==> src/sv/mrkx_pkg.sv <==
// shared types and constants for the multi-round rolling key xor block
// no dependencies; used by every module of the block by scoped names

package mrkx_pkg;

	localparam int KEY_LENGTH_DEF = 32;
	localparam int KEY_LENGTH_MAX = 64;
	localparam int KEY_REGS       = 4;
	localparam int KEY_BYTES      = 32;
	localparam int KEY_IDX_W      = 7;
	localparam int APB_ADDR_W     = 5;
	localparam int APB_DATA_W     = 64;
	localparam int ROUND_BONUS    = 1000;
	localparam int STEP_PERIOD    = 10;
	localparam int ACC_W          = 17;
	localparam int PROD_W         = 25;
	localparam int COUNT_W        = 18;
	localparam int STEP_W         = 9;
	localparam int MOD_W          = 16;

	localparam logic [7:0]            SKIP_CHAR = 8'h30;
	localparam logic [APB_DATA_W-1:0] KEY_RESET = 64'h3030303030303030;
	localparam logic [COUNT_W-1:0]    COUNT_RESET = 18'd1001;

	localparam logic [1:0] REG_KEY_0 = 2'd0;
	localparam logic [1:0] REG_KEY_1 = 2'd1;
	localparam logic [1:0] REG_KEY_2 = 2'd2;
	localparam logic [1:0] REG_KEY_3 = 2'd3;

	typedef enum logic [2:0] {
		GEN_START,
		GEN_SCAN,
		GEN_ADD,
		GEN_PAD_INIT,
		GEN_PAD_STEP,
		GEN_DONE
	} gen_state_t;

	typedef enum logic {
		XS_IDLE,
		XS_READ
	} xfer_state_t;

	typedef struct packed {
		logic ready;
		logic wr_en;
	} gen_status_t;

endpackage

==> src/sv/mrkx_cfg.sv <==
// apb register file holding the four 64-bit key words and the key byte lookup
// depends on mrkx_pkg

module mrkx_cfg #(
	parameter int KEY_LENGTH = mrkx_pkg::KEY_LENGTH_DEF,
	parameter int IDX_W      = $clog2(KEY_LENGTH + 2)
) (
	input  logic                            clk,
	input  logic                            arst_n,
	input  logic                            psel,
	input  logic                            penable,
	input  logic                            pwrite,
	input  logic [mrkx_pkg::APB_ADDR_W-1:0] paddr,
	input  logic [mrkx_pkg::APB_DATA_W-1:0] pwdata,
	output logic [mrkx_pkg::APB_DATA_W-1:0] prdata,
	output logic                            pready,
	output logic                            key_wr,
	input  logic [IDX_W-1:0]                key_addr,
	output logic [7:0]                      key_byte
);

	logic [mrkx_pkg::APB_DATA_W-1:0] key_q [mrkx_pkg::KEY_REGS];
	logic [1:0]                      reg_idx;
	logic [mrkx_pkg::KEY_IDX_W-1:0]  addr_ext;

	assign pready  = 1'b1;
	assign reg_idx = paddr[4:3];
	assign key_wr  = psel && penable && pwrite && pready;

	always_ff @(posedge clk or negedge arst_n) begin
		if (!arst_n) begin
			for (int i = 0; i < mrkx_pkg::KEY_REGS; i++) begin
				key_q[i] <= mrkx_pkg::KEY_RESET;
			end
		end else if (key_wr) begin
			key_q[reg_idx] <= pwdata;
		end
	end

	always_comb begin
		case (reg_idx)
			mrkx_pkg::REG_KEY_0: prdata = key_q[0];
			mrkx_pkg::REG_KEY_1: prdata = key_q[1];
			mrkx_pkg::REG_KEY_2: prdata = key_q[2];
			mrkx_pkg::REG_KEY_3: prdata = key_q[3];
			default:             prdata = '0;
		endcase
	end

	// bytes past the key length or past the registers read as zero
	always_comb begin
		addr_ext = mrkx_pkg::KEY_IDX_W'(key_addr);
		if (addr_ext < mrkx_pkg::KEY_IDX_W'(KEY_LENGTH) &&
				addr_ext < mrkx_pkg::KEY_IDX_W'(mrkx_pkg::KEY_BYTES)) begin
			key_byte = key_q[addr_ext[4:3]][{addr_ext[2:0], 3'b000} +: 8];
		end else begin
			key_byte = '0;
		end
	end

endmodule

==> src/sv/mrkx_pad_gen.sv <==
// sequencer that derives the round count and then builds the pad byte by byte
// depends on mrkx_pkg; reads key bytes from mrkx_cfg, writes the pad memory in the top level

module mrkx_pad_gen #(
	parameter int KEY_LENGTH = mrkx_pkg::KEY_LENGTH_DEF,
	parameter int IDX_W      = $clog2(KEY_LENGTH + 2),
	parameter int ADDR_W     = $clog2(KEY_LENGTH)
) (
	input  logic                  clk,
	input  logic                  arst_n,
	input  logic                  restart,
	output logic [IDX_W-1:0]      key_addr,
	input  logic [7:0]            key_byte,
	output mrkx_pkg::gen_status_t status,
	output logic [ADDR_W-1:0]     wr_addr,
	output logic [7:0]            wr_data
);

	mrkx_pkg::gen_state_t state_q, state_d;

	logic        [IDX_W-1:0]                 idx_q;
	logic signed [mrkx_pkg::ACC_W-1:0]       acc_q;
	logic signed [mrkx_pkg::PROD_W-1:0]      prod_q;
	logic signed [mrkx_pkg::COUNT_W-1:0]     count_q;
	logic        [ADDR_W-1:0]                p_q;
	logic        [3:0]                       d_q;
	logic        [7:0]                       term_q;
	logic        [7:0]                       xacc_q;
	logic        [mrkx_pkg::STEP_W-1:0]      steps_q;

	logic signed [7:0]                       kb_s;
	logic signed [mrkx_pkg::PROD_W-1:0]      prod_d;
	logic signed [mrkx_pkg::PROD_W-1:0]      sum;
	logic        [mrkx_pkg::PROD_W-1:0]      mag;
	logic signed [mrkx_pkg::ACC_W-1:0]       mod_res;
	logic                                    scan_end;
	logic                                    count_pos;
	logic                                    last_p;

	assign kb_s      = $signed(key_byte);
	assign prod_d    = acc_q * kb_s;
	assign sum       = prod_q + mrkx_pkg::PROD_W'(kb_s);
	assign mag       = sum[mrkx_pkg::PROD_W-1] ? mrkx_pkg::PROD_W'(-sum) : sum;
	assign scan_end  = idx_q >= IDX_W'(KEY_LENGTH);
	assign count_pos = !count_q[mrkx_pkg::COUNT_W-1] && (count_q != '0);
	assign last_p    = p_q == ADDR_W'(KEY_LENGTH - 1);
	assign wr_addr   = p_q;
	assign wr_data   = xacc_q;

	// remainder truncated toward zero, as the sign of the dividend
	always_comb begin
		if (sum[mrkx_pkg::PROD_W-1]) begin
			mod_res = -$signed({1'b0, mag[mrkx_pkg::MOD_W-1:0]});
		end else begin
			mod_res = $signed({1'b0, mag[mrkx_pkg::MOD_W-1:0]});
		end
	end

	always_ff @(posedge clk or negedge arst_n) begin
		if (!arst_n) begin
			state_q <= mrkx_pkg::GEN_START;
		end else begin
			state_q <= state_d;
		end
	end

	always_comb begin
		state_d      = state_q;
		key_addr     = idx_q;
		status.ready = 1'b0;
		status.wr_en = 1'b0;
		case (state_q)
			mrkx_pkg::GEN_START: begin
				state_d = mrkx_pkg::GEN_SCAN;
			end
			mrkx_pkg::GEN_SCAN: begin
				if (scan_end) begin
					state_d = mrkx_pkg::GEN_PAD_INIT;
				end else if (key_byte != mrkx_pkg::SKIP_CHAR) begin
					state_d = mrkx_pkg::GEN_ADD;
				end
			end
			mrkx_pkg::GEN_ADD: begin
				key_addr = idx_q + IDX_W'(1);
				state_d  = mrkx_pkg::GEN_SCAN;
			end
			mrkx_pkg::GEN_PAD_INIT: begin
				key_addr = IDX_W'(p_q);
				state_d  = mrkx_pkg::GEN_PAD_STEP;
			end
			mrkx_pkg::GEN_PAD_STEP: begin
				if (steps_q == '0) begin
					status.wr_en = 1'b1;
					state_d = last_p ? mrkx_pkg::GEN_DONE : mrkx_pkg::GEN_PAD_INIT;
				end
			end
			mrkx_pkg::GEN_DONE: begin
				status.ready = 1'b1;
			end
			default: begin
				state_d = mrkx_pkg::GEN_START;
			end
		endcase
		if (restart) begin
			state_d = mrkx_pkg::GEN_START;
		end
	end

	always_ff @(posedge clk or negedge arst_n) begin
		if (!arst_n) begin
			idx_q   <= '0;
			acc_q   <= mrkx_pkg::ACC_W'(1);
			count_q <= mrkx_pkg::COUNT_RESET;
			p_q     <= '0;
			d_q     <= '0;
			steps_q <= '0;
		end else begin
			case (state_q)
				mrkx_pkg::GEN_START: begin
					idx_q <= '0;
					acc_q <= mrkx_pkg::ACC_W'(1);
				end
				mrkx_pkg::GEN_SCAN: begin
					if (scan_end) begin
						count_q <= $signed({acc_q[mrkx_pkg::ACC_W-1], acc_q}) +
							mrkx_pkg::COUNT_W'(mrkx_pkg::ROUND_BONUS);
						p_q     <= '0;
						d_q     <= '0;
					end else if (key_byte == mrkx_pkg::SKIP_CHAR) begin
						idx_q <= idx_q + IDX_W'(1);
					end
				end
				mrkx_pkg::GEN_ADD: begin
					acc_q <= (mod_res == '0) ? mrkx_pkg::ACC_W'(1) : mod_res;
					idx_q <= idx_q + IDX_W'(2);
				end
				mrkx_pkg::GEN_PAD_INIT: begin
					// terms repeat every 256 rounds, so only count bits 8..0 matter
					steps_q <= count_pos ? count_q[mrkx_pkg::STEP_W-1:0] : '0;
				end
				mrkx_pkg::GEN_PAD_STEP: begin
					if (steps_q == '0) begin
						p_q <= p_q + ADDR_W'(1);
						d_q <= (d_q == 4'(mrkx_pkg::STEP_PERIOD - 1)) ? 4'd0 : d_q + 4'd1;
					end else begin
						steps_q <= steps_q - mrkx_pkg::STEP_W'(1);
					end
				end
				default: begin
				end
			endcase
		end
	end

	// payload registers of the round count product and of the pad term and xor accumulator
	always_ff @(posedge clk) begin
		case (state_q)
			mrkx_pkg::GEN_SCAN: begin
				prod_q <= prod_d;
			end
			mrkx_pkg::GEN_PAD_INIT: begin
				term_q <= key_byte;
				xacc_q <= '0;
			end
			mrkx_pkg::GEN_PAD_STEP: begin
				if (steps_q != '0) begin
					xacc_q <= xacc_q ^ term_q;
					term_q <= term_q + {4'd0, d_q};
				end
			end
			default: begin
			end
		endcase
	end

endmodule

==> src/sv/multi_round_rolling_key_xor.sv <==
// top level of the multi-round rolling key xor stream transform
// depends on mrkx_pkg, mrkx_cfg and mrkx_pad_gen; holds the pad memory and the byte path
//
// use: bytes enter on the s_ channel (s_tdata byte, s_tuser start of message) and
// leave on the m_ channel, each xored with the pad byte at the running position,
// which wraps at KEY_LENGTH and is cleared by the start flag before that byte.
// the key sits in four 64-bit registers on the apb port at byte addresses 0, 8, 16, 24.
// after reset and after every key write the pad generator rebuilds the pad: a scan
// of the key bytes for the round count, then the pad bytes one at a time on one
// 8-bit adder. s_tready stays low until the pad is built.
// each byte then passes the registered pad memory read and the output register: a
// transfer reads the pad memory, the read step then loads the output register and
// raises m_tvalid. s_tready is low in the read step, so a new byte is taken only
// after the previous one has left the read step.
// when the receiver stalls the output register holds its byte and one more byte
// can be taken and read; the block waits in the read step until the output frees.
// reset returns the key to all '0' characters and the position to zero.

module multi_round_rolling_key_xor #(
	parameter int KEY_LENGTH = mrkx_pkg::KEY_LENGTH_DEF
) (
	input  logic                            clk,
	input  logic                            arst_n,
	input  logic                            s_tvalid,
	output logic                            s_tready,
	input  logic [7:0]                      s_tdata,   // data_byte
	input  logic [0:0]                      s_tuser,   // start_of_message
	output logic                            m_tvalid,
	input  logic                            m_tready,
	output logic [7:0]                      m_tdata,   // out_byte
	input  logic                            psel,
	input  logic                            penable,
	input  logic                            pwrite,
	input  logic [mrkx_pkg::APB_ADDR_W-1:0] paddr,
	input  logic [mrkx_pkg::APB_DATA_W-1:0] pwdata,
	output logic [mrkx_pkg::APB_DATA_W-1:0] prdata,
	output logic                            pready
);

	localparam int IDX_W  = $clog2(KEY_LENGTH + 2);
	localparam int ADDR_W = $clog2(KEY_LENGTH);

	logic                  key_wr;
	logic [IDX_W-1:0]      key_addr;
	logic [7:0]            key_byte;
	mrkx_pkg::gen_status_t gen_status;
	logic [ADDR_W-1:0]     wr_addr;
	logic [7:0]            wr_data;

	mrkx_pkg::xfer_state_t state_q, state_d;

	logic [7:0]        pad_mem [KEY_LENGTH];
	logic [7:0]        pad_rd_q;
	logic [7:0]        data_q;
	logic [ADDR_W-1:0] pos_q;
	logic [ADDR_W-1:0] pos_cur;
	logic              in_xfer;
	logic              out_load;
	logic              m_tvalid_q;
	logic [7:0]        m_tdata_q;

	mrkx_cfg #(
		.KEY_LENGTH(KEY_LENGTH),
		.IDX_W     (IDX_W)
	) u_cfg (
		.clk     (clk),
		.arst_n  (arst_n),
		.psel    (psel),
		.penable (penable),
		.pwrite  (pwrite),
		.paddr   (paddr),
		.pwdata  (pwdata),
		.prdata  (prdata),
		.pready  (pready),
		.key_wr  (key_wr),
		.key_addr(key_addr),
		.key_byte(key_byte)
	);

	mrkx_pad_gen #(
		.KEY_LENGTH(KEY_LENGTH),
		.IDX_W     (IDX_W),
		.ADDR_W    (ADDR_W)
	) u_pad_gen (
		.clk     (clk),
		.arst_n  (arst_n),
		.restart (key_wr),
		.key_addr(key_addr),
		.key_byte(key_byte),
		.status  (gen_status),
		.wr_addr (wr_addr),
		.wr_data (wr_data)
	);

	assign s_tready = gen_status.ready && (state_q == mrkx_pkg::XS_IDLE);
	assign in_xfer  = s_tvalid && s_tready;
	assign pos_cur  = s_tuser[0] ? '0 : pos_q;
	assign m_tvalid = m_tvalid_q;
	assign m_tdata  = m_tdata_q;

	always_ff @(posedge clk) begin
		if (gen_status.wr_en) begin
			pad_mem[wr_addr] <= wr_data;
		end
		if (in_xfer) begin
			pad_rd_q <= pad_mem[pos_cur];
			data_q   <= s_tdata;
		end
	end

	always_ff @(posedge clk or negedge arst_n) begin
		if (!arst_n) begin
			state_q <= mrkx_pkg::XS_IDLE;
		end else begin
			state_q <= state_d;
		end
	end

	always_comb begin
		state_d  = state_q;
		out_load = 1'b0;
		case (state_q)
			mrkx_pkg::XS_IDLE: begin
				if (in_xfer) begin
					state_d = mrkx_pkg::XS_READ;
				end
			end
			mrkx_pkg::XS_READ: begin
				if (!m_tvalid_q || m_tready) begin
					out_load = 1'b1;
					state_d  = mrkx_pkg::XS_IDLE;
				end
			end
			default: begin
				state_d = mrkx_pkg::XS_IDLE;
			end
		endcase
	end

	always_ff @(posedge clk or negedge arst_n) begin
		if (!arst_n) begin
			pos_q      <= '0;
			m_tvalid_q <= 1'b0;
		end else begin
			if (in_xfer) begin
				pos_q <= (pos_cur == ADDR_W'(KEY_LENGTH - 1)) ? '0 : pos_cur + ADDR_W'(1);
			end
			if (out_load) begin
				m_tvalid_q <= 1'b1;
			end else if (m_tready) begin
				m_tvalid_q <= 1'b0;
			end
		end
	end

	always_ff @(posedge clk) begin
		if (out_load) begin
			m_tdata_q <= data_q ^ pad_rd_q;
		end
	end

endmodule
==> config.mk <==
export PLATFORM = sky130hd
export DESIGN_NAME = multi_round_rolling_key_xor
export DESIGN_NICKNAME = d
export VERILOG_FILES = /design/src/sv/mrkx_pkg.sv /design/src/sv/mrkx_cfg.sv /design/src/sv/mrkx_pad_gen.sv /design/src/sv/multi_round_rolling_key_xor.sv
export SDC_FILE = /design/constraint.sdc
export NUM_CORES = 1
export LEC_CHECK = 0
export BUFFER_PORTS_ARGS = -buffer_cell sky130_fd_sc_hd__buf_2
export CAP_MARGIN = 20
export CELL_PAD_IN_SITES_DETAIL_PLACEMENT = 0
export CELL_PAD_IN_SITES_GLOBAL_PLACEMENT = 1
export CORE_AREA = 2 2 329 331
export CTS_CLUSTER_SIZE = 10
export DETAILED_ROUTE_END_ITERATION = 10
export DIE_AREA = 0 0 331 333
export HOLD_SLACK_MARGIN = 0.1
export PLACE_DENSITY = 0.56
export SYNTH_ARGS = -nofsm -noshare
export SYNTH_HDL_FRONTEND = slang
export SYNTH_SLANG_ARGS = --single-unit
export TNS_END_PERCENT = 1
==> constraint.sdc <==
create_clock -name clk -period 10.1 [get_ports clk]
set_input_delay 1.515 -clock clk [delete_from_list [all_inputs] [get_ports clk]]
set_output_delay 1.515 -clock clk [all_outputs]
set_load 0.03 [all_outputs]
==> run summary <==
Area of the core = 107,000 sq um
Placer congestion estimate = 0.809
Synth cell types = 103
CTS H-Tree Depth = 3
Synth Flop Type = edfxtp_1
Vias in the first global route = 25,700
Total GRT Usage = 18.3%
Routed WL = 101,000 um
Clk buf depth = 3
Crit-path max FO = 55
Worst-Skew Late Latency = 0.65 ns
CTS Root Cell = clkbuf_16
Antenna-violating nets left = 0
CTS Buf Count = 79
Worst Path Arrival = 9.70 ns
Fin util = 39.5%
Clk sink count = 646
NumNets Final = 3,384
Vias per std cell = 5.41
Final hold vios = 0
Largest net degree at the start of global routing = 144
FMAX = 108 MHz
Fillers = 10,100
CTS tree = built
Initial antenna violation count = 5
Fraction of registers with async set/reset = 50.3%
Layout cells sized above 1 = 26.4%
Worst EP required = 10.55 ns
Post-Syn Area = 37,000 sq um
Die W = 331 um
Starting Density = 34.7%
Worst slew pin tran = 1.04 ns
Mapped Avg Cell Area = 12.4 sq um
Worst Setup Slack post-DPL = 0.457 ns
Final WS setup = 0.846 ns
WHS Path Cells = 2
Drt wl/cell = 22.1 um
I/O pin cnt = 160
Most Frequent Cell on Critical Path = a21oi_1
Final setup viols = 0
Syn Inst Count = 2,992
CP Capture Type = flip-flop
Hold buffers post-CTS = 0
Met3 GRT Util = 2.39%
Leak pwr = 0.0161 uW
DP HPWL = 68,400 um
Slowest-stage cell, CP = a21oi_1
Area grow syn2layout = 13.8%
Max cap viols = 0
Post-synth EDFFs = 321
Syn Nets = 3,266
First-pass detailed-route iteration total = 5
Peak supply drop = 0.196 mV
CP peak stage delay = 0.57 ns
Post-DP Area = 39,500 sq um
Most used routing layer = met2
Status = finished, final reports clean
Die footprint = 110,000 sq um
DR vias = 24,700
Post-layout min period = 9.25 ns
Period utilization = 91.6%
Port Buf Inserts = 155
Seq/Total Area, Yosys = 48.3%
Routing usage on met2 = 30.0%
Met1 Usage GRT = 25.5%
Initial drt markers = 1,516
Clock skew = 0.0355 ns
Kind of critical path = flip-flop to flip-flop
R2R depth = 33
# DRC = 0
Synthesis Warnings = 0
Register clock-pin slew on the reported worst setup and hold paths = 0.06 ns
Top cells by area, synth = edfxtp_1 26%, dfrtp_1 17%, mux2_2 8.1%, mux4_2 7.0%, fa_1 6.0%
Row count = 120
GRT Residual Overflow = 0
Leading area contributor after synthesis = edfxtp_1
Relative slew slack = 30.5%
Worst setup SP type = flip-flop
Die height = 333 um
Synth top area share = 26.1%
Setup TNS = 0 ns
First-pass GRT wire length = 157,000 um
Final Cell Area = 42,100 sq um
Pwr dens = 362 nW/um^2
Slew Limit Fails = 0
RSZ-0062 raised after global routing = no
Synthesized flop and latch total = 646
Hold Path Class = flip-flop to flip-flop
cell type report:
class                      count  area [sq um]  area share (%)
clock buffer                 121          2250            5.34
tap                         1403          1760            4.17
inverter                     168           631            1.50
antenna                        3          7.51          0.0178
multi-input combinational   1982         17800            42.2
clock inverter                12           204           0.485
sequential                   646         17900            42.4
timing repair buffer         233          1610            3.81
cell families after synthesis:
family / Yosys count / synth area share (%)
adders and majority gates: 189 / 8.65
AOI/OAI and AO/OA: 561 / 10.5
and+or+nand+nor: 688 / 9.40
other: 1 / 0.0101
buffers and inverters: 364 / 3.88
DFF: 646 / 48.3
xor gates and xnor gates: 82 / 1.98
muxes: 461 / 17.3
where the power goes:
group / internal [uW] / switching (uW)
Clock: 1590 / 1120
Sequential: 3500 / 448
Combinational: 3350 / 5230
Total: 8440 / 6800
worst max-delay path, delay by kind of cell (launching register included):
kind / cells / cell delay (ns)
AOI/OAI and AO/OA: 18 / 3.88
buffers and inverters: 3 / 0.71
muxes: 1 / 0.11
adders and majority gates: 5 / 2.46
DFF: 1 / 0.53
and+or+nand+nor: 6 / 1.30
per-stage QoR:
step,cells,total power [uW],hold slack [ns]
2_1_floorplan,2992,9970,0.447
3_3_place_gp,4419,12400,0.466
3_5_place_dp,4422,12500,0.471
4_1_cts,4555,15400,0.483
5_1_grt,4566,16500,0.504
6_report,4568,15200,0.481
Yosys cell counts, drive strengths merged, types with 8 or more instances:
cell	instances
a21o	13
edfxtp	321
o31ai	10
dfstp	72
buf	48
mux4	115
ha	78
nor2	134
nor4	14
a21boi	9
a211oi	119
nand3	43
o22ai	43
o211ai	16
nand2b	30
mux2i	79
nor2b	68
nand4	12
fa	111
xor2	36
nand3b	8
nand2	197
a31oi	10
nor3	44
o21ai	113
xnor2	45
and2	87
clkbuf	148
o221ai	34
dfrtp	253
a21oi	110
and3	17
inv	163
mux2	267
per-layer routing:
metal,vias to the layer above,wire length [um]
met2,542,48700
li1,11300,-
met4,2,2170
met3,127,4340
met1,12800,45700
met5,-,11
layout by cell type, fill, tap and decap left out, types with 11 or more instances in the layout:
cell type,count
ha_1,78
nor4_1,13
xor2_1,36
o22ai_1,42
nand4_1,11
nand3_1,42
mux2i_1,79
dfstp_2,72
buf_2,152
a21oi_1,105
buf_4,63
edfxtp_1,321
o21ai_0,106
nor2_1,126
nand2_1,197
nand2b_1,29
mux4_2,115
fa_1,111
clkbuf_1,33
and3_1,17
nor2b_1,67
clkbuf_16,82
nor3_1,42
o211ai_1,14
xnor2_1,45
and2_1,86
a21o_1,13
dfrtp_1,253
mux2_2,267
o221ai_1,34
a211oi_1,116
inv_1,161
sequential cells by signal, indices dropped and copies added, names as in the netlist, 4 cells and up:
signal             flops
u_pad_gen.d_q          4
pad_rd_q               8
u_pad_gen.steps_q      9
u_pad_gen.idx_q        6
u_pad_gen.prod_q      25
u_pad_gen.acc_q       17
pad_mem              256
m_tdata                8
u_pad_gen.count_q     18
pos_q                  5
u_pad_gen.term_q       8
u_cfg.key_q          256
data_q                 8
u_pad_gen.wr_addr      5
u_pad_gen.wr_data      8
final timing paths:
check                                                 startpoint                                 to  slack [ns]
worst min-delay path            u_pad_gen.count_q[9]$_DFFE_PN1P_   u_pad_gen.count_q[9]$_DFFE_PN1P_        0.48
worst max-delay path            u_pad_gen.state_q[2]$_DFFE_PN0P_     u_pad_gen.prod_q[24]$_DFFE_PP_        0.85
worst max register to register  u_pad_gen.state_q[2]$_DFFE_PN0P_     u_pad_gen.prod_q[24]$_DFFE_PP_        0.85
worst min register to register  u_pad_gen.count_q[9]$_DFFE_PN1P_   u_pad_gen.count_q[9]$_DFFE_PN1P_        0.48
max in group asynchronous                                 arst_n  u_pad_gen.count_q[16]$_DFFE_PN0P_        7.62
min in group asynchronous                                 arst_n        u_cfg.key_q[70]$_DFFE_PN0P_        0.98
repair_timing:
| item | CTS | global route |
|---|---|---|
| endpoints found under the setup margin | 0 | 2 |
| setup buffers | 0 | 6 |
| resized for setup | 0 | 7 |
(Power assumes the default switching activity.)
